### config.mk
export PLATFORM = sky130hd
export DESIGN_NAME = ctb_ram
export DESIGN_NICKNAME = d
export VERILOG_FILES = /design/src/design/centered_text_bar_pixel_generator_macros.svh /design/src/design/ctb_ram.sv
export SDC_FILE = /design/constraint.sdc
export NUM_CORES = 1
export LEC_CHECK = 0
export BUFFER_PORTS_ARGS = -buffer_cell sky130_fd_sc_hd__buf_2
export CORE_AREA = 2 2 268 270
export DETAILED_ROUTE_END_ITERATION = 10
export DIE_AREA = 0 0 270 272
export GPL_ROUTABILITY_DRIVEN = 0
export GPL_TIMING_DRIVEN = 1
export REMOVE_ABC_BUFFERS = 1
export SYNTH_ARGS = -nofsm -noshare
export SYNTH_HDL_FRONTEND = slang
export SYNTH_SLANG_ARGS = --single-unit
### constraint.sdc
create_clock -name clk_i -period 2 [get_ports clk_i]
set_input_delay 0.3 -clock clk_i [delete_from_list [all_inputs] [get_ports clk_i]]
set_output_delay 0.3 -clock clk_i [all_outputs]
set_load 0.03 [all_outputs]
### src/design/centered_text_bar_pixel_generator_macros.svh
// ---------------------------------------------------------------------------
// Text bar rasteriser assertion macros
// Concurrent assertion helpers; they expand to nothing in synthesis.
// ---------------------------------------------------------------------------
`ifndef CENTERED_TEXT_BAR_PIXEL_GENERATOR_MACROS_SVH
`define CENTERED_TEXT_BAR_PIXEL_GENERATOR_MACROS_SVH
`ifndef SYNTHESIS
// Same-cycle implication, disabled in reset
`define CTB_ASSERT_IMP(lbl, clk, rstn, ante, cons, msg) \
  lbl: assert property (@(posedge clk) disable iff (!rstn) (ante) |-> (cons)) \
    else $error(msg);
// Next-cycle implication, disabled in reset
`define CTB_ASSERT_NXT(lbl, clk, rstn, ante, cons, msg) \
  lbl: assert property (@(posedge clk) disable iff (!rstn) (ante) |=> (cons)) \
    else $error(msg);
`else
`define CTB_ASSERT_IMP(lbl, clk, rstn, ante, cons, msg)
`define CTB_ASSERT_NXT(lbl, clk, rstn, ante, cons, msg)
`endif
`endif

### src/design/ctb_ram.sv
// ---------------------------------------------------------------------------
// Generic two-port RAM
// One write port, one read port with registered read data.
// ---------------------------------------------------------------------------
module ctb_ram #(
  parameter int WIDTH  = 8,
  parameter int DEPTH  = 64,
  parameter int ADDR_W = (DEPTH > 1) ? $clog2(DEPTH) : 1
) (
  input  logic              clk_i,
  input  logic              we_i,
  input  logic [ADDR_W-1:0] waddr_i,
  input  logic [WIDTH-1:0]  wdata_i,
  input  logic              re_i,
  input  logic [ADDR_W-1:0] raddr_i,
  output logic [WIDTH-1:0]  rdata_o
);

  logic [WIDTH-1:0] mem_q [DEPTH];

  always_ff @(posedge clk_i) begin
    if (we_i) begin
      mem_q[waddr_i] <= wdata_i;
    end
  end

  // Hold read data while no read is issued
  always_ff @(posedge clk_i) begin
    if (re_i) begin
      rdata_o <= mem_q[raddr_i];
    end
  end

endmodule

==> metrics <==
period utilisation layout 0.987; antenna violation net count after detailed routing 0; DR pass1 iterations 5; fin crit period 1.97 ns; CP max stage delay between 0.5 and 0.6 ns; Worst setup SP type flip-flop; yosys warns 0; worst path cell trace mux4_2 -> mux4_2 -> nor2_4 -> nor3_1 -> o2bb2ai_1; CP dominant cell by count mux4_2; DRC viols 0; vias post-DR 10100; CTS tree done; Skew-Pair Late Insertion Delay between 0.5 and 0.6 ns; chip width 270 um; mapped cell area 20200 um2; Filler cells 6567; worst path arrival time ~2.3 ns; nets 1175; peak supply drop 646 uV; Post-synth ARST share 0; Synth area leaders edfxtp_1 (77%), mux4_2 (14%), nor2_1 (1.5%); sequential share of power 0.520; grt ovf 0; # rows 98; Post-synth top cells edfxtp_1 (520), mux4_2 (126), nor2_1 (83); total track usage 0.128; final core utilization 0.347; post-synthesis sequential area ratio 0.771; top cell type by total area after synthesis edfxtp_1; Avg WL per Cell 21.9 um; CTS Buf Count 50; PwrDens 949 nW/um2; CP max stage cell mux4_2; Port Buffer Count 30; Pint 0.0186 W; Slew headroom 0.173; DIE AREA approximately 73000 um2; critical path class flip-flop to flip-flop; Syn Area/Cell approximately 22 um2; worst path bufs/invs 0; initial core utilization 0.286; IO Pins 31; pre-CTS setup slack -0.612 ns; Hold-fix buffers, CTS 0; top_reg_cell synth edfxtp_1; Max Clock Freq slightly above 500 MHz; Routed WL 46800 um; largest net degree at the start of global routing 65; switching power between 0.004 and 0.005 W; antenna violations before repair 4; EDFF count, synth 520; Tightest Pin Transition 1.24 ns; Mapped Cells 940; Via density about 4.7; HP Class primary input to flip-flop; combinational share of power 0.056; CP max FO 1; max cap viols 0; CP delay by family, top multiplexers; CTS Buffer Depth 3; Core Area 70800 um2; Worst Setup End Kind flip-flop; clk slew on worst S/H paths approximately 0.06 ns; Slew Viols, Final 0; most frequent cell after synthesis edfxtp_1; Final setup viols 0; clk root buf clkbuf_16; Area Growth Syn to Fin 21.4%; layout cell share with drive strength beyond 1 0.366; DIE HEIGHT 272 um; Layout Skew 0.0196 ns; post-route setup TNS 0 ns; Yosys cell types 39; Sw Share 0.203; first-pass GRT wire length approximately 70000 um; final hold vios 0; Required @ worst endpoint 2.33 ns; Leak 7.91 nW; Final Worst Setup Slack between 0.02 and 0.03 ns; Iter 0 DRT Violations 882; RSZ-0062 raised after global routing yes; clock power share 0.424; Synth Register Bits 520; detailed placement HPWL ~30000 um; outcome finished clean; H-tree depth 2; worst hold slack ~0.1 ns; Post-CTS Setup Bufs 0; vias in the first global route ~11000; area share of the largest cell type after synthesis 0.771; Clock Sinks 520
[layer usage]
layer,vias up,GRT usage,part of all wire
met5,-,0,0.00075
met4,6,0.0367,0.023
met3,62,0.0251,0.058
met2,261,0.207,0.48
met1,5388,0.175,0.43
li1,4352,-,-
[final timing paths]
path	start	to	slack, ns	depth (start not counted)
worst max register to register	mem_q[7][2]	rdata_o[2]	0.03	5
worst min-delay path	re_i	rdata_o[3]	0.1	1
worst min register to register	mem_q[23][0]	rdata_o[0]	0.90	4
worst max-delay path	mem_q[7][2]	rdata_o[2]	0.03	5
[sequential cells by signal (all words and copies together) (netlist names)]
signal,count
mem_q,512
rdata_o,8
[stage by stage]
step	power (W)	std cells	area [um2]
final	0.0233	2141	24600
after floorplan	0.0128	889	19900
after global routing	0.0241	2140	24600
after detailed placement	0.0137	2050	22800
after CTS	0.0235	2140	24500
after global placement	0.0136	2050	22800
[power by group through the flow]
stage	clock, W	sequential, W	combinational (W)
after global placement	0	0.0124	0.00128
final	0.00989	0.0121	0.00131
after detailed placement	0	0.0124	0.00130
after CTS	0.0101	0.0121	0.00132
after global routing	0.0105	0.0121	0.00140
after floorplan	0	0.0124	0.000468
[timing repair]
item | CTS | global route
pin swaps | 1 | 3
setup endpoints to repair | 7 | 5
gates resized for setup | 12 | 6
[cell families (layout without fill, tap and decap cells)]
logic type	Yosys count	after routing	share of synthesized area
AO/OA/AOI/OAI	54	54	0.0206
flip-flops	520	520	0.771
buffers and inverters	51	301	0.0156
multiplexers	162	162	0.159
AND/OR/NAND/NOR	153	153	0.0337
other	0	1	0
[area by class of cell]
cell class	count	area, um2	share of cell area
antenna	1	2.50	0.000102
clock buffer	62	1320	0.0536
clock inverter	28	392	0.0159
multi-input combinational	369	4400	0.179
sequential	520	15600	0.635
tap	950	1190	0.0484
timing repair buffer	211	1660	0.0676
[cell usage in the layout (no fill, tap or decap), types with 4 or more instances in the layout]
master,n
a211oi_1,4
buf_12,11
buf_2,27
buf_4,172
bufinv_16,10
clkbuf_1,11
clkbuf_16,51
clkinv_1,6
clkinv_2,9
edfxtp_1,520
mux2_2,12
mux2i_1,23
mux4_2,126
nand2_1,19
nand2b_1,7
nand3_1,13
nor2_1,80
nor2b_1,14
nor3_1,5
o221ai_1,8
o22ai_1,8
(Power assumes the default switching activity.)
