File: src/design/centered_text_bar_pixel_generator_macros.svh
// ---------------------------------------------------------------------------
// Text bar rasteriser assertion macros
// Concurrent assertion helpers; they expand to nothing in synthesis.
// ---------------------------------------------------------------------------
`ifndef CENTERED_TEXT_BAR_PIXEL_GENERATOR_MACROS_SVH
`define CENTERED_TEXT_BAR_PIXEL_GENERATOR_MACROS_SVH
`ifndef SYNTHESIS
// Same-cycle implication, disabled in reset
`define CTB_ASSERT_IMP(lbl, clk, rstn, ante, cons, msg) \
  lbl: assert property (@(posedge clk) disable iff (!rstn) (ante) |-> (cons)) \
    else $error(msg);
// Next-cycle implication, disabled in reset
`define CTB_ASSERT_NXT(lbl, clk, rstn, ante, cons, msg) \
  lbl: assert property (@(posedge clk) disable iff (!rstn) (ante) |=> (cons)) \
    else $error(msg);
`else
`define CTB_ASSERT_IMP(lbl, clk, rstn, ante, cons, msg)
`define CTB_ASSERT_NXT(lbl, clk, rstn, ante, cons, msg)
`endif
`endif

File: src/design/ctb_pkg.sv
// ---------------------------------------------------------------------------
// Text bar rasteriser package
// Widths, register codes, reset values, carried structs and the 5x7 font.
// ---------------------------------------------------------------------------
package ctb_pkg;

  localparam int MAX_CHARS_DEF = 64;

  localparam int X_W        = 9;
  localparam int Y_W        = 8;
  localparam int SCALE_W    = 4;
  localparam int LEN_W      = 7;
  localparam int COLOR_W    = 16;
  localparam int CODE_W     = 8;
  localparam int IDX_W      = 6;
  localparam int CELLW_W    = 7;   // 6 * 15 fits
  localparam int WIDTH_W    = 14;  // 127 * 90 fits
  localparam int START_W    = 10;
  localparam int END_W      = WIDTH_W + 1;
  localparam int QUO_W      = 7;   // 511 / 6 fits
  localparam int DIV_W      = X_W + QUO_W;
  localparam int ROW_W      = 3;
  localparam int COL_W      = 3;
  localparam int CFG_ADDR_W = 3;
  localparam int CFG_DATA_W = 16;
  localparam int DATA_IN_W  = 32;

  localparam int GLYPH_COLS = 5;
  localparam int GLYPH_ROWS = 7;

  localparam logic [CODE_W-1:0] CODE_FIRST = 8'h20;
  localparam logic [CODE_W-1:0] CODE_LAST  = 8'h7E;
  localparam logic [CODE_W-1:0] CODE_SUBST = 8'h3F;

  typedef enum logic [CFG_ADDR_W-1:0] {
    CFG_BAR_LEFT    = 3'd0,
    CFG_BAR_SPAN    = 3'd1,
    CFG_TEXT_TOP    = 3'd2,
    CFG_GLYPH_SCALE = 3'd3,
    CFG_TEXT_LENGTH = 3'd4,
    CFG_INK_COLOR   = 3'd5,
    CFG_PAPER_COLOR = 3'd6
  } cfg_idx_e;

  typedef struct packed {
    logic [X_W-1:0]     bar_left;
    logic [X_W-1:0]     bar_span;
    logic [Y_W-1:0]     text_top;
    logic [SCALE_W-1:0] glyph_scale;
    logic [LEN_W-1:0]   text_length;
    logic [COLOR_W-1:0] ink_color;
    logic [COLOR_W-1:0] paper_color;
  } cfg_t;

  localparam cfg_t CFG_RST = '{
    bar_left:    9'd4,
    bar_span:    9'd312,
    text_top:    8'd191,
    glyph_scale: 4'd2,
    text_length: 7'd0,
    ink_color:   16'hFFFF,
    paper_color: 16'h0000
  };

  // Per-item sideband that travels with the divider
  typedef struct packed {
    logic               pix;
    logic               ok;
    logic [ROW_W-1:0]   row;
    logic [SCALE_W-1:0] scale;
    logic [LEN_W-1:0]   len;
    logic [CELLW_W-1:0] cellw;
    logic [IDX_W-1:0]   idx;
    logic [CODE_W-1:0]  code;
  } side_t;

  // Five column bytes, leftmost column in the top byte, bit 0 = top row
  typedef logic [8*GLYPH_COLS-1:0] glyph_t;

  function automatic glyph_t font_glyph(input logic [6:0] gi);
    glyph_t g;
    case (gi)
      7'd0:  g = 40'h0000000000;
      7'd1:  g = 40'h00005F0000;
      7'd2:  g = 40'h0007000700;
      7'd3:  g = 40'h147F147F14;
      7'd4:  g = 40'h242A7F2A12;
      7'd5:  g = 40'h2313086462;
      7'd6:  g = 40'h3649552250;
      7'd7:  g = 40'h0005030000;
      7'd8:  g = 40'h001C224100;
      7'd9:  g = 40'h0041221C00;
      7'd10: g = 40'h14083E0814;
      7'd11: g = 40'h08083E0808;
      7'd12: g = 40'h0050300000;
      7'd13: g = 40'h0808080808;
      7'd14: g = 40'h0060600000;
      7'd15: g = 40'h2010080402;
      7'd16: g = 40'h3E5149453E;
      7'd17: g = 40'h00427F4000;
      7'd18: g = 40'h4261514946;
      7'd19: g = 40'h2141454B31;
      7'd20: g = 40'h1814127F10;
      7'd21: g = 40'h2745454539;
      7'd22: g = 40'h3C4A494930;
      7'd23: g = 40'h0171090503;
      7'd24: g = 40'h3649494936;
      7'd25: g = 40'h064949291E;
      7'd26: g = 40'h0036360000;
      7'd27: g = 40'h0056360000;
      7'd28: g = 40'h0814224100;
      7'd29: g = 40'h1414141414;
      7'd30: g = 40'h0041221408;
      7'd31: g = 40'h0201510906;
      7'd32: g = 40'h324979413E;
      7'd33: g = 40'h7E1111117E;
      7'd34: g = 40'h7F49494936;
      7'd35: g = 40'h3E41414122;
      7'd36: g = 40'h7F4141221C;
      7'd37: g = 40'h7F49494941;
      7'd38: g = 40'h7F09090901;
      7'd39: g = 40'h3E4149497A;
      7'd40: g = 40'h7F0808087F;
      7'd41: g = 40'h00417F4100;
      7'd42: g = 40'h2040413F01;
      7'd43: g = 40'h7F08142241;
      7'd44: g = 40'h7F40404040;
      7'd45: g = 40'h7F020C027F;
      7'd46: g = 40'h7F0408107F;
      7'd47: g = 40'h3E4141413E;
      7'd48: g = 40'h7F09090906;
      7'd49: g = 40'h3E4151215E;
      7'd50: g = 40'h7F09192946;
      7'd51: g = 40'h4649494931;
      7'd52: g = 40'h01017F0101;
      7'd53: g = 40'h3F4040403F;
      7'd54: g = 40'h1F2040201F;
      7'd55: g = 40'h3F4038403F;
      7'd56: g = 40'h6314081463;
      7'd57: g = 40'h0708700807;
      7'd58: g = 40'h6151494543;
      7'd59: g = 40'h007F414100;
      7'd60: g = 40'h0204081020;
      7'd61: g = 40'h0041417F00;
      7'd62: g = 40'h0402010204;
      7'd63: g = 40'h4040404040;
      7'd64: g = 40'h0001020400;
      7'd65: g = 40'h2054545478;
      7'd66: g = 40'h7F48444438;
      7'd67: g = 40'h3844444420;
      7'd68: g = 40'h384444487F;
      7'd69: g = 40'h3854545418;
      7'd70: g = 40'h087E090102;
      7'd71: g = 40'h0C5252523E;
      7'd72: g = 40'h7F08040478;
      7'd73: g = 40'h00447D4000;
      7'd74: g = 40'h2040443D00;
      7'd75: g = 40'h7F10284400;
      7'd76: g = 40'h00417F4000;
      7'd77: g = 40'h7C04180478;
      7'd78: g = 40'h7C08040478;
      7'd79: g = 40'h3844444438;
      7'd80: g = 40'h7C14141408;
      7'd81: g = 40'h081414187C;
      7'd82: g = 40'h7C08040408;
      7'd83: g = 40'h4854545420;
      7'd84: g = 40'h043F444020;
      7'd85: g = 40'h3C4040207C;
      7'd86: g = 40'h1C2040201C;
      7'd87: g = 40'h3C4030403C;
      7'd88: g = 40'h4428102844;
      7'd89: g = 40'h0C5050503C;
      7'd90: g = 40'h4464544C44;
      7'd91: g = 40'h0008364100;
      7'd92: g = 40'h00007F0000;
      7'd93: g = 40'h0041360800;
      7'd94: g = 40'h08082A1C08;
      default: g = '0;
    endcase
    return g;
  endfunction

endpackage

File: src/design/ctb_div.sv
// ---------------------------------------------------------------------------
// Text bar rasteriser cell divider
// Restoring division of the text offset by the cell width, one quotient
// bit per stage; the remainder is the offset inside the cell.
// ---------------------------------------------------------------------------
module ctb_div import ctb_pkg::*; (
  input  logic             clk_i,
  input  logic             rst_ni,
  input  logic             en_i,
  input  logic             vld_i,
  input  logic [X_W-1:0]   dx_i,
  input  side_t            side_i,
  output logic             vld_o,
  output logic [QUO_W-1:0] quo_o,
  output logic [X_W-1:0]   rem_o,
  output side_t            side_o
);

  logic [QUO_W-1:0] vld_q;
  logic [X_W-1:0]   rem_q  [QUO_W];
  logic [QUO_W-1:0] quo_q  [QUO_W];
  side_t            side_q [QUO_W];

  for (genvar s = 0; s < QUO_W; s++) begin : g_step
    localparam int Bit = QUO_W - 1 - s;

    logic             vld_in;
    logic [X_W-1:0]   rem_in;
    logic [QUO_W-1:0] quo_in;
    side_t            side_in;
    logic [DIV_W-1:0] dsr;
    logic             fits;
    logic [X_W-1:0]   rem_d;
    logic [QUO_W-1:0] quo_d;

    if (s == 0) begin : g_first
      assign vld_in  = vld_i;
      assign rem_in  = dx_i;
      assign quo_in  = '0;
      assign side_in = side_i;
    end else begin : g_next
      assign vld_in  = vld_q[s-1];
      assign rem_in  = rem_q[s-1];
      assign quo_in  = quo_q[s-1];
      assign side_in = side_q[s-1];
    end

    always_comb begin
      dsr        = DIV_W'(side_in.cellw) << Bit;
      fits       = DIV_W'(rem_in) >= dsr;
      rem_d      = fits ? X_W'(DIV_W'(rem_in) - dsr) : rem_in;
      quo_d      = quo_in;
      quo_d[Bit] = fits;
    end

    always_ff @(posedge clk_i or negedge rst_ni) begin
      if (!rst_ni) begin
        vld_q[s] <= 1'b0;
      end else if (en_i) begin
        vld_q[s] <= vld_in;
      end
    end

    always_ff @(posedge clk_i) begin
      if (en_i) begin
        rem_q[s]  <= rem_d;
        quo_q[s]  <= quo_d;
        side_q[s] <= side_in;
      end
    end
  end

  assign vld_o  = vld_q[QUO_W-1];
  assign quo_o  = quo_q[QUO_W-1];
  assign rem_o  = rem_q[QUO_W-1];
  assign side_o = side_q[QUO_W-1];

endmodule

File: config.mk
export PLATFORM = sky130hd
export DESIGN_NAME = ctb_div
export DESIGN_NICKNAME = d
export VERILOG_FILES = /design/src/design/centered_text_bar_pixel_generator_macros.svh /design/src/design/ctb_pkg.sv /design/src/design/ctb_div.sv
export SDC_FILE = /design/constraint.sdc
export NUM_CORES = 1
export LEC_CHECK = 0
export CORE_UTILIZATION = 57
export DETAILED_ROUTE_END_ITERATION = 10
export DONT_BUFFER_PORTS = 1
export GPL_ROUTABILITY_DRIVEN = 1
export PLACE_DENSITY = 0.82
export SYNTH_ARGS = -nofsm -noshare
export SYNTH_HDL_FRONTEND = slang
export SYNTH_SLANG_ARGS = --single-unit
File: constraint.sdc
create_clock -name clk_i -period 2.25 [get_ports clk_i]
set_input_delay 0.1125 -clock clk_i [delete_from_list [all_inputs] [get_ports clk_i]]
set_output_delay 0.1125 -clock clk_i [all_outputs]
set_load 0.01 [all_outputs]
==> metrics.csv, run 1 <==
stage,metric,value,unit
pwr,NetSw,3.30,mW
synthesis,Post-synth EDFFs,350,
synthesis,Synth Register Bits,357,
sta,Final Setup Violations,6,
global_route,largest net degree at the start of global routing,358,
clocking,CTS buffer count,36,
sta,clk_skew,12.6,ps
pwr,Flop pwr share,0.530,
clocking,total clock sinks,357,
sta,minimum clock period,2270,ps
setup_path,most common cell type on the critical path,inv_2,
final_layout,diodes inserted,0,
final_layout,Layout Nets,902,
pwr,VDD IR max,0.000675,V
synthesis,Mapped Cells,688,
clocking,CTS tree,built,
floorplanning,Starting Density,0.583,
setup_path,crit path max-delay cell type,edfxtp_1,
final_layout,Final Core Density,0.689,
sta,Tightest Pin Transition,803,ps
global_route,vias in the first global route,6152,
sta,maximum operating frequency,440,MHz
synthesis,top post-synthesis cells by count,"350 x edfxtp_1, 60 x inv_1, 39 x ha_1, 29 x mux2_2, 18 x nor2_1",
sta,post-route setup slack,-24.4,ps
synthesis,Synth Area per Inst,19.2,um^2
detailed_routing,routed vias/inst,5.38,
setup_path,CP max FO,8,
sta,Hold WS,-267,ps
synthesis,warnings from Yosys,0,
clocking,Bufs on Longest Clock Path,3,
detailed_routing,DR pass1 iterations,4,
detailed_routing,initial DRC count,329,
final_layout,share of cells above drive strength 1,0.167,
detailed_routing,final antenna-violating net count,0,
synthesis,"count leader, synth",edfxtp_1,
sta,Sum Neg Setup Slack,-81.9,ps
pwr,internal power,12.3,mW
pwr,Sw Share,0.211,
setup_path,CP required,2490,ps
clocking,Clock Latency Late Sink,500,ps
floorplanning,Die ar.,23800,um^2
synthesis,"Seq/Total Area, Yosys",0.810,
placed_design,RD Place Congestion,0.924,
hold_path,worst hold path class,input pin to register,
placed_design,port bufs,0,
setup_path,worst setup path class,register to register,
global_route,gr ovfl total,0,
synthesis,Synth cell types,56,
pwr,Clk network pwr share,0.365,
run,Max-Cap Viols,0,
floorplanning,I/O pins,104,
setup_path,crit path launch type,register,
clocking,H-tree depth,2,
pwr,total power draw,15.6,mW
floorplanning,Rows,55,
global_route,initial antenna violation count,0,
clocking,CTS clock-pin slew for the worst setup and hold paths,60,ps
outcome,status,"finished, violations left",
floorplanning,height of the die,154,um
setup_path,worst-path cell chain,inv_2 > ha_4 > inv_2 > fa_2 > a21o_1 > a21oi_4 > a21oi_2 > nor4_4 > buf_6 > mux2_4,
synthesis,dominant cells by area after synthesis,"edfxtp_1 80%, ha_1 3.7%, mux2_2 2.5%",
final_layout,Area Growth Syn to Fin,18.3,%
floorplanning,die width,154,um
pwr,Pleak,5.73,nW
global_route,first-pass GRT wire length,29400,um
sta,part of the cycle the worst path needs,1.01,
synthesis,Mapped Area,13200,um^2
setup_path,crit path DAT,2520,ps
setup_path,Max stage delay on crit path,370,ps
outcome,failing checks,"hold timing, setup timing",
synthesis,cell accounting for the most synthesized area,edfxtp_1,
clocking,clk root buf,clkbuf_16,
detailed_routing,DR DRC count,0,
synthesis,Async SR Flop Fraction,0.0196,
clocking,Post-CTS Hold Buffers,56,
global_route,gr usage total,0.157,
sta,RSZ-0062 raised after global routing,yes,
detailed_routing,mean routed wirelength per cell,16.6,um
synthesis,Most used DFF post-synth,edfxtp_1,
pwr,pwr/cell area,1000,nW/um^2
setup_path,CP Capture Type,register,
sta,max-slew violation count,0,
pwr,Comb pwr share,0.104,
sta,relative slew slack,0.464,
synthesis,post-synth top area share,0.797,
detailed_routing,routed via count,6014,
detailed_routing,final wirelength,18500,um
synthesis,Syn Nets,784,
floorplanning,Placeable Area,22600,um^2
placed_design,dpl hpwl,10700,um
sta,final hold vios,66,
## critical path: cells and delay by family, from the launching register on
kind / cells / cell delay, ps
compound gates: 3 / 410
flops: 1 / 370
fa+ha+maj: 2 / 470
buf+inv: 3 / 310
simple gates: 1 / 140
mux: 1 / 310
## layout by cell type, fill, tap and decap left out, types with 8 or more instances in the layout
cell / count
edfxtp_1: 350
dlygate4sd3_1: 56
inv_1: 55
clkbuf_16: 38
ha_1: 34
buf_4: 28
nor2_1: 18
mux2_2: 18
mux2i_1: 13
a21oi_1: 12
nand2_1: 11
mux2_4: 11
o21ai_0: 10
nor2b_1: 10
xnor2_1: 9
clkbuf_1: 9
nor3_1: 8
## worst paths after layout
kind | start | to | slack [ps] | depth (start not counted)
worst max register to register | rem_q[4][1]$_DFFE_PP_ | rem_q[5][7]$_DFFE_PP_ | -20 | 10
worst min register to register | quo_q[2][5]$_DFFE_PP_ | quo_q[3][5]$_DFFE_PP_ | 410 | 0
worst max-delay path | rem_q[4][1]$_DFFE_PP_ | rem_q[5][7]$_DFFE_PP_ | -20 | 10
min in group asynchronous | rst_ni | g_step[3].vld_in$_DFFE_PN0P_ | 500 | 2
max in group asynchronous | rst_ni | vld_o$_DFFE_PN0P_ | 1520 | 2
worst min-delay path | en_i | side_q[0][11]$_DFFE_PP_ | -270 | 0
## kinds of logic (layout without fill, tap and decap cells)
family,after synthesis,in the layout,synth area share
compound gates,77,77,0.0423
xor+xnor,13,13,0.00863
fa+ha+maj,46,46,0.0476
buf+inv,65,209,0.0188
flops,357,357,0.810
mux,42,42,0.0346
simple gates,88,88,0.0379
## metal layers
layer / global-route usage / share of wire / up-vias
met5: 0 / 0 / -
met4: 0.0514 / 0.018 / 0
met3: 0.0338 / 0.043 / 33
met2: 0.290 / 0.54 / 167
met1: 0.180 / 0.40 / 2921
li1: - / - / 2893
## flip-flops by register name (all words and copies together), names as in the netlist
signal	count
quo_q	28
g_step.vld_in	6
rem_q	63
vld_o	1
side_q	259
## power by group through the flow
stage	sequential, mW	clock [mW]	combinational (mW)
finish	8.27	5.70	1.62
global route	8.32	6.08	1.77
CTS	8.26	5.82	1.47
detailed placement	8.40	0	1.31
global placement	8.37	0	1.20
floorplan	8.30	0	1.01
## what timing repair did
item                       in CTS  in global routing
gates cloned                    0                  0
setup buffers                   5                  5
resized for setup               8                 31
setup endpoints to repair      14                 31
pin swaps                       4                  7
hold endpoints to repair      410                350
## cell type report
class	instances	area (um^2)
Clock buffer	47	985
Multi-Input combinational cell	266	2410
Inverter	60	225
Tap cell	285	357
Fill cell	1396	7030
Timing Repair Buffer	85	782
Clock inverter	17	165
Sequential cell	357	10700
## per-stage QoR
stage / setup WS [ps] / instance area, um^2 / hold WS [ps] / cells
floorplan: -193 / 13200 / -183 / 688
global placement: -63.3 / 13700 / -183 / 987
detailed placement: -166 / 13700 / -183 / 987
CTS: -35.1 / 15500 / -279 / 1112
global route: -84.0 / 15600 / -300 / 1117
finish: -24.4 / 15600 / -267 / 1117
Power figures use the tool's default switching activity.
==> run 2, diff against run 1 <==
--- a/config.mk
+++ b/config.mk
@@ -9,7 +9,9 @@
 export DETAILED_ROUTE_END_ITERATION = 10
 export DONT_BUFFER_PORTS = 1
 export GPL_ROUTABILITY_DRIVEN = 1
+export GPL_TIMING_DRIVEN = 0
 export PLACE_DENSITY = 0.82
+export SLEW_MARGIN = 20
 export SYNTH_ARGS = -nofsm -noshare
 export SYNTH_HDL_FRONTEND = slang
 export SYNTH_SLANG_ARGS = --single-unit
==> run 2 against run 1 <==
Against the previous run: first-iteration DRC count is 2.7% lower; clock skew is 1.8 ps higher; combinational power hardly changed; power is 1.0% lower; wire length hardly changed; the run still ends with hold timing, setup timing left; critical path type unchanged.
==> metrics.csv, run 2 (synthesis results as in run 1) <==
stage,metric,value,unit
run,Max-Cap Viols,0,
pwr,pwr/cell area,993,nW/um^2
floorplanning,Starting Density,0.583,
placed_design,RD Place Congestion,0.891,
clocking,CTS clock-pin slew for the worst setup and hold paths,60,ps
sta,part of the cycle the worst path needs,1.09,
global_route,first-pass GRT wire length,29800,um
global_route,vias in the first global route,6195,
final_layout,"most common cell after layout, fill and taps aside",edfxtp_1,
sta,RSZ-0062 raised after global routing,yes,
global_route,gr usage total,0.158,
detailed_routing,routed metal-1 wire length,7170,um
clocking,Bufs on Longest Clock Path,3,
pwr,internal power,12.1,mW
outcome,status,"finished, violations left",
pwr,Clk network pwr share,0.359,
setup_path,crit path DAT,2680,ps
detailed_routing,Routed met3 length,891,um
floorplanning,die width,154,um
pwr,Comb pwr share,0.105,
placed_design,dpl hpwl,10300,um
pwr,Sw Share,0.215,
detailed_routing,DR pass1 iterations,4,
final_layout,diodes inserted,0,
global_route,largest net degree at the start of global routing,352,
sta,Tightest Pin Transition,769,ps
clocking,Clock Latency Late Sink,500,ps
clocking,clk root buf,clkbuf_16,
sta,final hold vios,51,
pwr,Pleak,5.69,nW
sta,maximum operating frequency,409,MHz
detailed_routing,initial DRC count,320,
sta,clk_skew,14.4,ps
final_layout,"commonest cells after routing, fill and taps aside","350 x edfxtp_1, 57 x inv_1, 49 x dlygate4sd3_1, 36 x ha_1, 36 x clkbuf_16",
detailed_routing,final antenna-violating net count,0,
sta,max-slew violation count,0,
final_layout,Layout Nets,898,
global_route,gr ovfl total,0,
final_layout,Final Instance Area,15500,um^2
sta,Hold WS,-267,ps
setup_path,CP Capture Type,register,
pwr,Flop pwr share,0.536,
clocking,CTS buffer count,36,
detailed_routing,routed via count,6053,
sta,post-route setup slack,-194,ps
detailed_routing,mean routed wirelength per cell,16.7,um
hold_path,Hold Path Depth,0,
detailed_routing,DR DRC count,0,
outcome,failing checks,"hold timing, setup timing",
floorplanning,height of the die,154,um
floorplanning,Rows,55,
final_layout,max reg flops,259,
clocking,CTS tree,built,
sta,Final Setup Violations,8,
detailed_routing,met2 routed WL,10000,um
clocking,H-tree depth,2,
global_route,initial antenna violation count,0,
pwr,VDD IR max,0.000684,V
hold_path,worst hold path class,input pin to register,
detailed_routing,highest routed layer,met4,
detailed_routing,final wirelength,18500,um
setup_path,worst setup path class,register to register,
placed_design,Post-DP Area,13600,um^2
detailed_routing,routed vias/inst,5.46,
setup_path,worst reg2reg path depth,11,
setup_path,CP max FO,2,
floorplanning,Die ar.,23800,um^2
final_layout,Largest Register,side_q,
sta,relative slew slack,0.487,
floorplanning,Placeable Area,22600,um^2
sta,minimum clock period,2440,ps
final_layout,Final Core Density,0.686,
clocking,Post-CTS Hold Buffers,49,
final_layout,share of cells above drive strength 1,0.171,
final_layout,Largest regs,"side_q x259, rem_q x63, quo_q x28",
placed_design,port bufs,0,
final_layout,Area Growth Syn to Fin,17.8,%
setup_path,CP required,2490,ps
clocking,total clock sinks,357,
pwr,NetSw,3.31,mW
floorplanning,I/O pins,104,
setup_path,crit path launch type,register,
## run 2: cell types whose count changed in the layout (fill, tap and decap cells not counted), moves of 2 or more
cell           previous run  this run
dlygate4sd3_1            56        49
buf_4                    28        23
mux2_2                   18        23
mux2_4                   11         6
buf_6                     1         5
clkinv_1                  7         4
clkbuf_16                38        36
ha_1                     34        36
ha_2                      2         0
inv_1                    55        57
inv_2                     5         3
o21ai_0                  10         8
o21ai_2                   0         2
## run 2: what timing repair did
item / in CTS / in global routing
setup buffers: 17 / 10
cloned: 1 / 0
pin swaps: 8 / 13
endpoints found under the setup margin: 24 / 29
gates resized for setup: 17 / 31
hold endpoints to repair: 404 / 155
## run 2: final timing paths
path,slack [ps],startpoint,endpoint
max in group asynchronous,1520,rst_ni,g_step[4].vld_in$_DFFE_PN0P_
max,-190,rem_q[4][1]$_DFFE_PP_,rem_q[5][7]$_DFFE_PP_
min reg2reg,400,side_q[2][8]$_DFFE_PP_,side_q[3][8]$_DFFE_PP_
min in group asynchronous,490,rst_ni,vld_o$_DFFE_PN0P_
min,-270,en_i,side_q[0][2]$_DFFE_PP_
max reg2reg,-190,rem_q[4][1]$_DFFE_PP_,rem_q[5][7]$_DFFE_PP_
## run 2: layout make-up
class                      count  area (um^2)
clock buffer                  44          931
buffer                         5         31.3
tap                          285          357
fill                        1414         7100
timing repair buffer          76          708
clock inverter                16          168
inverter                      60          225
multi-input combinational    266         2440
sequential                   357        10700
## run 2: through the flow
step                setup slack [ps]  instances  power [mW]  TNS [ps]  hold WS [ps]
floorplan                       -193        688        9.32     -1110          -183
global placement                -374        973        9.49     -3360          -183
detailed placement              -450        973        9.63     -4810          -183
CTS                             -234       1100        15.4     -1750          -275
global route                    -237       1109        16.0     -1700          -298
finish                          -194       1109        15.4      -927          -267
## run 2: worst max-delay path, cell delays in order, from the launching register on
cell	delay, ps
edfxtp_1	370
inv_2	90
ha_4	130
inv_2	40
fa_2	350
a21o_1	220
a21oi_4	170
buf_4	130
buf_4	110
mux2i_1	200
nand3_1	110
mux2_4	280
## run 2: routing by layer
metal | GRT usage | up-vias
met3 | 0.0352 | 52
met1 | 0.178 | 2946
li1 | - | 2879
met2 | 0.294 | 176
met5 | 0 | -
met4 | 0.0567 | 0
## run 2: power by group through the flow
stage                     Combinational (mW)  Sequential [mW]  Clock [mW]
after CTS                               1.45             8.26        5.66
after floorplan                         1.01             8.30           0
after global routing                    1.77             8.32        5.93
after global placement                  1.13             8.36           0
final                                   1.63             8.27        5.54
after detailed placement                1.24             8.39           0
