==> config.mk <==
export PLATFORM = sky130hd
export DESIGN_NAME = ctb_front
export DESIGN_NICKNAME = d
export VERILOG_FILES = /design/src/design/centered_text_bar_pixel_generator_macros.svh /design/src/design/ctb_pkg.sv /design/src/design/ctb_front.sv
export SDC_FILE = /design/constraint.sdc
export NUM_CORES = 1
export LEC_CHECK = 0
export BUFFER_PORTS_ARGS = -buffer_cell sky130_fd_sc_hd__buf_2
export CORE_UTILIZATION = 50
export CTS_CLUSTER_DIAMETER = 40
export CTS_CLUSTER_SIZE = 40
export DETAILED_ROUTE_END_ITERATION = 12
export PLACE_DENSITY_LB_ADDON = 0.05
export SYNTH_ARGS = -nofsm -noshare
export SYNTH_HDL_FRONTEND = slang
export SYNTH_SLANG_ARGS = --single-unit
==> constraint.sdc <==
create_clock -name clk_i -period 4.3 [get_ports clk_i]
set_input_delay 0.43 -clock clk_i [delete_from_list [all_inputs] [get_ports clk_i]]
set_output_delay 0.43 -clock clk_i [all_outputs]
set_load 0.01 [all_outputs]
==> src/design/centered_text_bar_pixel_generator_macros.svh <==
// ---------------------------------------------------------------------------
// Text bar rasteriser assertion macros
// Concurrent assertion helpers; they expand to nothing in synthesis.
// ---------------------------------------------------------------------------
`ifndef CENTERED_TEXT_BAR_PIXEL_GENERATOR_MACROS_SVH
`define CENTERED_TEXT_BAR_PIXEL_GENERATOR_MACROS_SVH
`ifndef SYNTHESIS
// Same-cycle implication, disabled in reset
`define CTB_ASSERT_IMP(lbl, clk, rstn, ante, cons, msg) \
  lbl: assert property (@(posedge clk) disable iff (!rstn) (ante) |-> (cons)) \
    else $error(msg);
// Next-cycle implication, disabled in reset
`define CTB_ASSERT_NXT(lbl, clk, rstn, ante, cons, msg) \
  lbl: assert property (@(posedge clk) disable iff (!rstn) (ante) |=> (cons)) \
    else $error(msg);
`else
`define CTB_ASSERT_IMP(lbl, clk, rstn, ante, cons, msg)
`define CTB_ASSERT_NXT(lbl, clk, rstn, ante, cons, msg)
`endif
`endif

==> src/design/ctb_pkg.sv <==
// ---------------------------------------------------------------------------
// Text bar rasteriser package
// Widths, register codes, reset values, carried structs and the 5x7 font.
// ---------------------------------------------------------------------------
package ctb_pkg;

  localparam int MAX_CHARS_DEF = 64;

  localparam int X_W        = 9;
  localparam int Y_W        = 8;
  localparam int SCALE_W    = 4;
  localparam int LEN_W      = 7;
  localparam int COLOR_W    = 16;
  localparam int CODE_W     = 8;
  localparam int IDX_W      = 6;
  localparam int CELLW_W    = 7;   // 6 * 15 fits
  localparam int WIDTH_W    = 14;  // 127 * 90 fits
  localparam int START_W    = 10;
  localparam int END_W      = WIDTH_W + 1;
  localparam int QUO_W      = 7;   // 511 / 6 fits
  localparam int DIV_W      = X_W + QUO_W;
  localparam int ROW_W      = 3;
  localparam int COL_W      = 3;
  localparam int CFG_ADDR_W = 3;
  localparam int CFG_DATA_W = 16;
  localparam int DATA_IN_W  = 32;

  localparam int GLYPH_COLS = 5;
  localparam int GLYPH_ROWS = 7;

  localparam logic [CODE_W-1:0] CODE_FIRST = 8'h20;
  localparam logic [CODE_W-1:0] CODE_LAST  = 8'h7E;
  localparam logic [CODE_W-1:0] CODE_SUBST = 8'h3F;

  typedef enum logic [CFG_ADDR_W-1:0] {
    CFG_BAR_LEFT    = 3'd0,
    CFG_BAR_SPAN    = 3'd1,
    CFG_TEXT_TOP    = 3'd2,
    CFG_GLYPH_SCALE = 3'd3,
    CFG_TEXT_LENGTH = 3'd4,
    CFG_INK_COLOR   = 3'd5,
    CFG_PAPER_COLOR = 3'd6
  } cfg_idx_e;

  typedef struct packed {
    logic [X_W-1:0]     bar_left;
    logic [X_W-1:0]     bar_span;
    logic [Y_W-1:0]     text_top;
    logic [SCALE_W-1:0] glyph_scale;
    logic [LEN_W-1:0]   text_length;
    logic [COLOR_W-1:0] ink_color;
    logic [COLOR_W-1:0] paper_color;
  } cfg_t;

  localparam cfg_t CFG_RST = '{
    bar_left:    9'd4,
    bar_span:    9'd312,
    text_top:    8'd191,
    glyph_scale: 4'd2,
    text_length: 7'd0,
    ink_color:   16'hFFFF,
    paper_color: 16'h0000
  };

  // Per-item sideband that travels with the divider
  typedef struct packed {
    logic               pix;
    logic               ok;
    logic [ROW_W-1:0]   row;
    logic [SCALE_W-1:0] scale;
    logic [LEN_W-1:0]   len;
    logic [CELLW_W-1:0] cellw;
    logic [IDX_W-1:0]   idx;
    logic [CODE_W-1:0]  code;
  } side_t;

  // Five column bytes, leftmost column in the top byte, bit 0 = top row
  typedef logic [8*GLYPH_COLS-1:0] glyph_t;

  function automatic glyph_t font_glyph(input logic [6:0] gi);
    glyph_t g;
    case (gi)
      7'd0:  g = 40'h0000000000;
      7'd1:  g = 40'h00005F0000;
      7'd2:  g = 40'h0007000700;
      7'd3:  g = 40'h147F147F14;
      7'd4:  g = 40'h242A7F2A12;
      7'd5:  g = 40'h2313086462;
      7'd6:  g = 40'h3649552250;
      7'd7:  g = 40'h0005030000;
      7'd8:  g = 40'h001C224100;
      7'd9:  g = 40'h0041221C00;
      7'd10: g = 40'h14083E0814;
      7'd11: g = 40'h08083E0808;
      7'd12: g = 40'h0050300000;
      7'd13: g = 40'h0808080808;
      7'd14: g = 40'h0060600000;
      7'd15: g = 40'h2010080402;
      7'd16: g = 40'h3E5149453E;
      7'd17: g = 40'h00427F4000;
      7'd18: g = 40'h4261514946;
      7'd19: g = 40'h2141454B31;
      7'd20: g = 40'h1814127F10;
      7'd21: g = 40'h2745454539;
      7'd22: g = 40'h3C4A494930;
      7'd23: g = 40'h0171090503;
      7'd24: g = 40'h3649494936;
      7'd25: g = 40'h064949291E;
      7'd26: g = 40'h0036360000;
      7'd27: g = 40'h0056360000;
      7'd28: g = 40'h0814224100;
      7'd29: g = 40'h1414141414;
      7'd30: g = 40'h0041221408;
      7'd31: g = 40'h0201510906;
      7'd32: g = 40'h324979413E;
      7'd33: g = 40'h7E1111117E;
      7'd34: g = 40'h7F49494936;
      7'd35: g = 40'h3E41414122;
      7'd36: g = 40'h7F4141221C;
      7'd37: g = 40'h7F49494941;
      7'd38: g = 40'h7F09090901;
      7'd39: g = 40'h3E4149497A;
      7'd40: g = 40'h7F0808087F;
      7'd41: g = 40'h00417F4100;
      7'd42: g = 40'h2040413F01;
      7'd43: g = 40'h7F08142241;
      7'd44: g = 40'h7F40404040;
      7'd45: g = 40'h7F020C027F;
      7'd46: g = 40'h7F0408107F;
      7'd47: g = 40'h3E4141413E;
      7'd48: g = 40'h7F09090906;
      7'd49: g = 40'h3E4151215E;
      7'd50: g = 40'h7F09192946;
      7'd51: g = 40'h4649494931;
      7'd52: g = 40'h01017F0101;
      7'd53: g = 40'h3F4040403F;
      7'd54: g = 40'h1F2040201F;
      7'd55: g = 40'h3F4038403F;
      7'd56: g = 40'h6314081463;
      7'd57: g = 40'h0708700807;
      7'd58: g = 40'h6151494543;
      7'd59: g = 40'h007F414100;
      7'd60: g = 40'h0204081020;
      7'd61: g = 40'h0041417F00;
      7'd62: g = 40'h0402010204;
      7'd63: g = 40'h4040404040;
      7'd64: g = 40'h0001020400;
      7'd65: g = 40'h2054545478;
      7'd66: g = 40'h7F48444438;
      7'd67: g = 40'h3844444420;
      7'd68: g = 40'h384444487F;
      7'd69: g = 40'h3854545418;
      7'd70: g = 40'h087E090102;
      7'd71: g = 40'h0C5252523E;
      7'd72: g = 40'h7F08040478;
      7'd73: g = 40'h00447D4000;
      7'd74: g = 40'h2040443D00;
      7'd75: g = 40'h7F10284400;
      7'd76: g = 40'h00417F4000;
      7'd77: g = 40'h7C04180478;
      7'd78: g = 40'h7C08040478;
      7'd79: g = 40'h3844444438;
      7'd80: g = 40'h7C14141408;
      7'd81: g = 40'h081414187C;
      7'd82: g = 40'h7C08040408;
      7'd83: g = 40'h4854545420;
      7'd84: g = 40'h043F444020;
      7'd85: g = 40'h3C4040207C;
      7'd86: g = 40'h1C2040201C;
      7'd87: g = 40'h3C4030403C;
      7'd88: g = 40'h4428102844;
      7'd89: g = 40'h0C5050503C;
      7'd90: g = 40'h4464544C44;
      7'd91: g = 40'h0008364100;
      7'd92: g = 40'h00007F0000;
      7'd93: g = 40'h0041360800;
      7'd94: g = 40'h08082A1C08;
      default: g = '0;
    endcase
    return g;
  endfunction

endpackage

==> src/design/ctb_front.sv <==
// ---------------------------------------------------------------------------
// Text bar rasteriser front end
// Three stages: bar bounds and text width, text placement and font row, offset into the text.
// ---------------------------------------------------------------------------
module ctb_front import ctb_pkg::*; #(
  parameter int MAX_CHARS = MAX_CHARS_DEF
) (
  input  logic              clk_i,
  input  logic              rst_ni,
  input  logic              en_i,
  input  logic              vld_i,
  input  logic              pix_i,
  input  logic [IDX_W-1:0]  idx_i,
  input  logic [CODE_W-1:0] code_i,
  input  logic [X_W-1:0]    x_i,
  input  logic [Y_W-1:0]    y_i,
  input  cfg_t              cfg_i,
  output logic              vld_o,
  output logic [X_W-1:0]    dx_o,
  output side_t             side_o
);

  // Stage A
  logic [SCALE_W-1:0] scale_d;
  logic [LEN_W-1:0]   len_d;
  logic [CELLW_W-1:0] cellw_d;
  logic [WIDTH_W-1:0] width_d;
  logic [X_W:0]       bar_end;
  logic               in_bar;
  logic               a_ok_d;
  logic [Y_W-1:0]     dy_d;

  logic               a_vld_q;
  logic               a_pix_q;
  logic [IDX_W-1:0]   a_idx_q;
  logic [CODE_W-1:0]  a_code_q;
  logic [X_W-1:0]     a_x_q;
  logic [Y_W-1:0]     a_dy_q;
  logic               a_ok_q;
  logic [SCALE_W-1:0] a_scale_q;
  logic [LEN_W-1:0]   a_len_q;
  logic [CELLW_W-1:0] a_cellw_q;
  logic [WIDTH_W-1:0] a_width_q;

  always_comb begin
    scale_d = (cfg_i.glyph_scale == '0) ? SCALE_W'(1) : cfg_i.glyph_scale;
    if (32'(cfg_i.text_length) > MAX_CHARS) begin
      len_d = LEN_W'(MAX_CHARS);
    end else begin
      len_d = cfg_i.text_length;
    end
    cellw_d = CELLW_W'({scale_d, 2'b00}) + CELLW_W'({scale_d, 1'b0});
    width_d = WIDTH_W'(len_d) * WIDTH_W'(cellw_d);
    bar_end = {1'b0, cfg_i.bar_left} + {1'b0, cfg_i.bar_span};
    in_bar  = (x_i >= cfg_i.bar_left) && ({1'b0, x_i} < bar_end);
    a_ok_d  = pix_i && in_bar && (y_i >= cfg_i.text_top);
    dy_d    = y_i - cfg_i.text_top;
  end

  always_ff @(posedge clk_i or negedge rst_ni) begin
    if (!rst_ni) begin
      a_vld_q <= 1'b0;
    end else if (en_i) begin
      a_vld_q <= vld_i;
    end
  end

  always_ff @(posedge clk_i) begin
    if (en_i) begin
      a_pix_q   <= pix_i;
      a_idx_q   <= idx_i;
      a_code_q  <= code_i;
      a_x_q     <= x_i;
      a_dy_q    <= dy_d;
      a_ok_q    <= a_ok_d;
      a_scale_q <= scale_d;
      a_len_q   <= len_d;
      a_cellw_q <= cellw_d;
      a_width_q <= width_d;
    end
  end

  // Stage B
  logic [X_W-1:0]     slack;
  logic [START_W-1:0] start_d;
  logic [ROW_W-1:0]   row_d;
  logic               b_ok_d;

  logic               b_vld_q;
  logic               b_pix_q;
  logic [IDX_W-1:0]   b_idx_q;
  logic [CODE_W-1:0]  b_code_q;
  logic [X_W-1:0]     b_x_q;
  logic               b_ok_q;
  logic [ROW_W-1:0]   b_row_q;
  logic [SCALE_W-1:0] b_scale_q;
  logic [LEN_W-1:0]   b_len_q;
  logic [CELLW_W-1:0] b_cellw_q;
  logic [WIDTH_W-1:0] b_width_q;
  logic [START_W-1:0] b_start_q;

  always_comb begin
    slack = '0;
    // Clamp to the left edge when the text does not fit
    if (a_width_q >= WIDTH_W'(cfg_i.bar_span)) begin
      start_d = START_W'(cfg_i.bar_left);
    end else begin
      slack   = X_W'(WIDTH_W'(cfg_i.bar_span) - a_width_q);
      start_d = START_W'(cfg_i.bar_left) + START_W'(slack >> 1);
    end
    // Font row by comparison against multiples of the scale
    row_d = '0;
    for (int k = 1; k < GLYPH_ROWS; k++) begin
      if (a_dy_q >= Y_W'(k) * Y_W'(a_scale_q)) begin
        row_d = ROW_W'(k);
      end
    end
    b_ok_d = a_ok_q && (a_dy_q < Y_W'(GLYPH_ROWS) * Y_W'(a_scale_q));
  end

  always_ff @(posedge clk_i or negedge rst_ni) begin
    if (!rst_ni) begin
      b_vld_q <= 1'b0;
    end else if (en_i) begin
      b_vld_q <= a_vld_q;
    end
  end

  always_ff @(posedge clk_i) begin
    if (en_i) begin
      b_pix_q   <= a_pix_q;
      b_idx_q   <= a_idx_q;
      b_code_q  <= a_code_q;
      b_x_q     <= a_x_q;
      b_ok_q    <= b_ok_d;
      b_row_q   <= row_d;
      b_scale_q <= a_scale_q;
      b_len_q   <= a_len_q;
      b_cellw_q <= a_cellw_q;
      b_width_q <= a_width_q;
      b_start_q <= start_d;
    end
  end

  // Stage C
  logic [END_W-1:0] text_end;
  logic             in_text;
  logic [X_W-1:0]   dx_d;
  side_t            side_d;
  logic             c_vld_q;
  logic [X_W-1:0]   c_dx_q;
  side_t            c_side_q;

  always_comb begin
    text_end     = END_W'(b_start_q) + END_W'(b_width_q);
    in_text      = (START_W'(b_x_q) >= b_start_q) && (END_W'(b_x_q) < text_end);
    dx_d         = X_W'(START_W'(b_x_q) - b_start_q);
    side_d.pix   = b_pix_q;
    side_d.ok    = b_ok_q && in_text;
    side_d.row   = b_row_q;
    side_d.scale = b_scale_q;
    side_d.len   = b_len_q;
    side_d.cellw = b_cellw_q;
    side_d.idx   = b_idx_q;
    side_d.code  = b_code_q;
  end

  always_ff @(posedge clk_i or negedge rst_ni) begin
    if (!rst_ni) begin
      c_vld_q <= 1'b0;
    end else if (en_i) begin
      c_vld_q <= b_vld_q;
    end
  end

  always_ff @(posedge clk_i) begin
    if (en_i) begin
      c_dx_q   <= dx_d;
      c_side_q <= side_d;
    end
  end

  assign vld_o  = c_vld_q;
  assign dx_o   = c_dx_q;
  assign side_o = c_side_q;

endmodule

==> out/results.txt, run 1 <==
Post-Synthesis Cells -> 884
Seq pwr share -> 40.4%
Worst R2R Start -> b_start_q[1]
DRT Wirelength -> 20500 µm
Async set-reset flop share out of synthesis -> 1.705%
Crit path kind -> in2reg
Sw power -> 1.704 mW
Commonest register cell after synthesis -> edfxtp_1
Clock-pin slew on the worst setup and hold paths -> 0.07 ns
Final core utilization -> 61.31%
Clk_skew -> 0.01270 ns
Total CTS buffers -> 17
Relative slew slack -> 37.43%
PD cells -> 422.8 nW/µm²
Core footprint -> 21150 µm²
Sequential fraction of the synthesis area -> 48.54%
Combinational group share of total power -> 29.2%
Critical path launch point type -> input pin
Slack of the critical path -> 0.06412 ns
Highest clock rate -> 236.1 MHz
Die width -> 149.4 µm
Reg2Reg Capture Point -> side_o[35]
CTS max path bufs -> 2
DRT Pass-1 Iters -> 4
Final nets -> 1372
Sw Ratio -> 31.08%
Layout area overhead -> 19.44%
Vias in the first global route -> 6996
CP Max Fanout -> 3
RePlAce Congestion -> 0.8903
Largest net degree at the start of global routing -> 105
Hold Crit Class -> in2reg
Worst Tran Pin Value -> 0.9385 ns
Port-buffer cells -> 118
Yosys Warn Count -> 0
Filler cells -> 1742
First-pass GRT wire length -> 33140 µm
Crit path capture -> a_width_q[12]
N_diodes -> 0
FF+latch count, synth -> 176
R2R Setup Slk -> 0.84 ns
Distinct cells, synth -> 55
CP Data Required Time -> 4.48 ns
Die H -> 149.4 µm
Starting Density -> 51.33%
Layout cells sized above 1 -> 22.65%
VDD IR max -> 0.2313 mV
Row Count -> 53
Crit. End Element -> flop
Cell Area, Synth -> 10860 µm²
Reg2reg path depth -> 13
WP data arrival -> 4.41 ns
Routed Antenna Nets -> 0
Final setup viols -> 0
Max Cap Viol -> 0
Crit. Startpoint -> cfg_i[40]
Clock share of power -> 30.4%
Ports -> 152
Die ar. -> 22310 µm²
Clock Tree Root -> clkbuf_16
Final Hold Viols -> 0
# DRC -> 0
Detailed router's first-iteration violation count -> 220
Initial antenna violation count -> 0
Via density -> 5.075
Tmin final -> 4.236 ns
Avg WL per Cell -> 15.06 µm
H-tree depth -> 4
Mapped Nets -> 1183
Outcome -> complete, no violations
Vias -> 6907
Avg Cell Area, Syn -> 12.28 µm²
Setup TNS -> 0 ns
Total GRT Usage -> 19.37%
EDFF count, synth -> 173
Pre-CTS setup slack -> -0.5323 ns
Leakage -> 5.902 nW
CTS tree -> built
Final Max Tran Viols -> 0
Clock Latency Late Sink -> 0.43 ns
Tcrit/Tclk final -> 98.51%
HPWL Detailed -> 15820 µm
Internal cell power -> 3.778 mW
RSZ-0062 raised after global routing -> yes
Grt ovf -> 0
Sink Count -> 176
what timing repair did:
action                                  4_1_cts  5_1_grt
buffers inserted                              6        0
pin swaps                                    10        5
endpoints found under the setup margin        3        3
endpoints found under the hold margin         3        0
hold buffers                                  1        0
gates resized for setup                       8        6
cells in the final DEF (no fill, tap or decap), drive strengths merged, types with 17 or more instances in the layout:
cell	netlist	layout
buf	2	173
nor2	58	58
nand2	37	37
xor2	17	17
inv	109	117
clkbuf	3	18
edfxtp	173	173
fa	33	33
xnor2	31	31
nor2b	17	17
a21oi	39	39
ha	161	161
o21ai	35	35
a21o	22	22
final cells by class:
class                           instances  area [µm²]  share of cell area, %
Clock buffer                           17       425.4                  3.280
Timing Repair Buffer                  175        1040                  8.017
Tap cell                              275       344.1                  2.653
Inverter                              109       409.1                  3.155
Sequential cell                       176        5270                  40.64
Multi-Input combinational cell        594        5266                  40.61
Clock inverter                         15       214.0                  1.650
flip-flops by register name, indices dropped and copies added, names as in the netlist, 6 cells and up:
signal	flops
side_o	35
a_width_q	13
b_width_q	13
b_start_q	10
a_x_q	9
b_x_q	9
dx_o	9
a_code_q	8
a_dy_q	8
b_code_q	8
a_len_q	7
b_len_q	7
a_idx_q	6
b_idx_q	6
how the worst min path moves through the flow:
stage	startpoint	endpoint	slack, ns	depth (start not counted)
2_1_floorplan	rst_ni	a_vld_q	0.13	0
3_3_place_gp	rst_ni	a_vld_q	0.23	1
3_5_place_dp	rst_ni	a_vld_q	0.23	1
4_1_cts	idx_i[5]	a_idx_q[5]	0.15	1
5_1_grt	idx_i[3]	a_idx_q[3]	0.15	1
6_report	idx_i[5]	a_idx_q[5]	0.17	1
Yosys cell counts (all sizes together), types with 3 or more instances:
cell     count  share of area [%]
edfxtp     173                 48
ha         161                 19
inv        109                3.8
nor2        58                2.1
a21oi       39                1.8
nand2       37                1.3
o21ai       35                1.6
fa          33                6.1
xnor2       31                2.5
a21o        22                1.5
nor2b       17               0.98
xor2        17                1.4
nand2b      15               0.86
nor3        14               0.65
and2        11               0.63
o21a        11               0.76
a211oi       9               0.62
a31oi        8               0.46
a21boi       7               0.48
nand3        7               0.32
mux2         6               0.62
mux2i        6               0.55
nand4        5               0.29
or2          5               0.31
a2111oi      4               0.38
a211o        4               0.32
clkbuf       3               0.10
dfrtp        3               0.69
nor4         3               0.17
o31ai        3               0.25
or3          3               0.17
stage by stage:
stage / power, mW / hold WS, ns / instances / instance area [µm²]
floorplan: 3.342 / 0.1344 / 884 / 10940
global placement: 3.803 / 0.2291 / 1322 / 12230
detailed placement: 3.833 / 0.2297 / 1322 / 12230
CTS: 5.539 / 0.1505 / 1361 / 12940
global route: 5.829 / 0.1524 / 1361 / 12970
finish: 5.483 / 0.1750 / 1361 / 12970
power by group through the flow:
| stage | Sequential, mW | Combinational (mW) | Clock, mW |
|---|---|---|---|
| after floorplan | 2.24 | 1.10 | 0 |
| after global placement | 2.25 | 1.55 | 0 |
| after detailed placement | 2.26 | 1.58 | 0 |
| after CTS | 2.22 | 1.61 | 1.71 |
| after global routing | 2.24 | 1.83 | 1.76 |
| final | 2.21 | 1.60 | 1.67 |
logic make-up after synthesis:
| family | synth area share [%] |
|---|---|
| muxes | 1.175 |
| AOI/OAI and AO/OA | 9.541 |
| xor gates and xnor gates | 3.872 |
| other | 0.03454 |
| buffers and inverters | 4.010 |
| DFF | 48.54 |
| and+or+nand+nor | 8.193 |
| adders and majority gates | 24.64 |
routing by layer:
metal | track usage (%) | vias to the layer above | part of all wire (%)
met5 | 0 | - | 0
met4 | 6.480 | 0 | 1.6
met3 | 3.853 | 20 | 3.8
met2 | 33.43 | 125 | 49
met1 | 24.12 | 3212 | 46
li1 | - | 3550 | -
critical path: stages:
cell      delay (ns)
buf_8           0.10
and2_4          0.16
fa_2            0.43
a21oi_4         0.21
buf_4           0.14
buf_4           0.10
nor2_1          0.05
fa_1            0.51
fa_1            0.51
fa_1            0.49
ha_1            0.31
ha_1            0.33
a21boi_2        0.17
o41a_1          0.32
xor2_1          0.16
No activity file was read; power rests on OpenSTA's default activity.
==> run 2: changes to the inputs <==
- CORE_ASPECT_RATIO: unset -> 1.25
==> run 2 against run 1 <==
Net effect:
- die area hardly changed
- register-to-register slack worse by 0.09 ns
- utilization rose by 1.3 points
- worst hold slack lost 0.014 ns
- sequential share of layout area is 0.59 points lower
- clock power down 4%
- global-route usage rose by 0.31 points
- combinational power is 6% higher
- setup slack lost 0.050 ns
- critical endpoint unchanged
- largest cell class is now multi-input gates
- largest power group unchanged
- highest routed layer unchanged
==> out/results.txt, run 2 (synthesis gave the netlist of run 1 again) <==
Tcrit/Tclk final -> 99.67%
Crit. End Element -> flop
Highest clock rate -> 233.3 MHz
Port-buffer cells -> 118
Max reg flops -> 35
Avg WL per Cell -> 15.49 µm
Clock Tree Root -> clkbuf_16
Crit path kind -> in2reg
Layout area overhead -> 21.21%
Most frequent cells in the layout -> edfxtp_1, ha_1, buf_2
Vias -> 7042
Clock share of power -> 29.0%
DRT Wirelength -> 21100 µm
Largest net degree at the start of global routing -> 98
Routed Antenna Nets -> 0
Initial antenna violation count -> 1
Hold Crit Class -> in2reg
CP Max Fanout -> 4
Placed Cells -> 1317
Slack of the critical path -> 0.01402 ns
Total GRT Usage -> 19.68%
Tmin final -> 4.286 ns
Clock-pin slew on the worst setup and hold paths -> 0.08 ns
RSZ-0062 raised after global routing -> yes
Final Hold Viols -> 0
First-pass GRT wire length -> 33980 µm
Starting Density -> 51.61%
Max Cap Viol -> 0
Row Count -> 59
Sink Count -> 176
Die width -> 133.8 µm
CTS max path bufs -> 2
Sw power -> 1.778 mW
PD cells -> 418.3 nW/µm²
Layout cells sized above 1 -> 24.75%
CTS tree -> built
Via density -> 5.170
Filler cells -> 1681
Grt ovf -> 0
Relative slew slack -> 40.72%
Footprint of the multi-input gates -> 5443 µm²
Core footprint -> 21040 µm²
Internal cell power -> 3.727 mW
DRT Pass-1 Iters -> 4
Final nets -> 1373
Outcome -> complete, no violations
Combinational group share of total power -> 30.9%
Worst Tran Pin Value -> 0.8892 ns
Vias in the first global route -> 7156
Clock Latency Late Sink -> 0.45 ns
Final Max Tran Viols -> 0
Total CTS buffers -> 17
Register area -> 5270 µm²
Detailed router's first-iteration violation count -> 266
Ports -> 152
Die H -> 166.8 µm
Final Non-Filler Cells -> 1362
Tot Pwr -> 5.505 mW
Final setup viols -> 0
VDD IR max -> 0.3050 mV
# DRC -> 0
Critical path launch point type -> input pin
CP Data Required Time -> 4.50 ns
Leakage -> 5.889 nW
WP data arrival -> 4.48 ns
Clk_skew -> 0.01400 ns
Pre-CTS setup slack -> -0.5393 ns
Seq pwr share -> 40.1%
HPWL Detailed -> 15920 µm
Commonest non-fill, non-tap cell in the layout -> edfxtp_1
Die ar. -> 22310 µm²
Sw Ratio -> 32.29%
RePlAce Congestion -> 0.8450
H-tree depth -> 4
run 2: worst max-delay path: stages:
cell      delay (ns)
buf_8           0.11
and2_4          0.16
fa_2            0.41
xnor2_4         0.22
inv_2           0.06
nand2_2         0.07
fa_1            0.42
fa_1            0.51
inv_2           0.04
fa_1            0.43
ha_1            0.31
ha_1            0.27
a21o_1          0.17
a21oi_2         0.15
nand2b_4        0.14
a21boi_2        0.05
o41a_1          0.37
xor2_1          0.17
run 2: routing by layer:
metal	GRT usage [%]	wire length, µm	vias up
li1	-	-	3553
met4	6.868	413	0
met5	0	0	-
met3	3.227	618	31
met2	36.36	11010	126
met1	22.65	9060	3332
run 2: power groups by stage:
stage	Sequential (mW)	Combinational, mW	Clock, mW
after global placement	2.25	1.55	0
after detailed placement	2.25	1.58	0
after CTS	2.21	1.63	1.64
after global routing	2.23	1.92	1.68
after floorplan	2.24	1.10	0
final	2.21	1.70	1.60
run 2: worst paths after layout:
check                           endpoint          from  slack (ns)  depth (start not counted)
setup / recovery           a_width_q[12]     cfg_i[40]        0.01                         18
hold / removal               a_code_q[6]     code_i[6]        0.16                          1
setup reg to reg            b_start_q[6]  a_width_q[2]        0.75                         13
hold reg to reg              b_code_q[0]   a_code_q[0]        0.41                          0
max in group asynchronous        b_vld_q        rst_ni        3.86                          2
min in group asynchronous          vld_o        rst_ni        0.33                          2
run 2: what timing repair did:
action                     4_1_cts  5_1_grt
pin swaps                       11       16
hold buffers                     1        0
setup buffers                    9        2
setup endpoints to repair        3        3
hold endpoints to repair         3        0
resized for setup                3       41
run 2: area by class of cell:
type,count,share of cell area (%)
Tap cell,274,2.605
Timing Repair Buffer,176,8.109
Clock inverter,15,1.531
Sequential cell,176,40.04
Inverter,109,3.109
Clock buffer,17,3.232
Multi-Input combinational cell,594,41.35
Antenna cell,1,0.01901
run 2: stage by stage:
step	utilization [%]	setup TNS (ns)	instance area, µm²	hold WS [ns]
4_1_cts	61.46	-0.008958	12930	0.1398
5_1_grt	62.56	-0.2790	13160	0.1421
6_report	62.56	0	13160	0.1612
3_3_place_gp	58.04	-1.711	12210	0.2280
2_1_floorplan	-	-0.5138	10940	0.1344
3_5_place_dp	58.04	-2.005	12210	0.2316
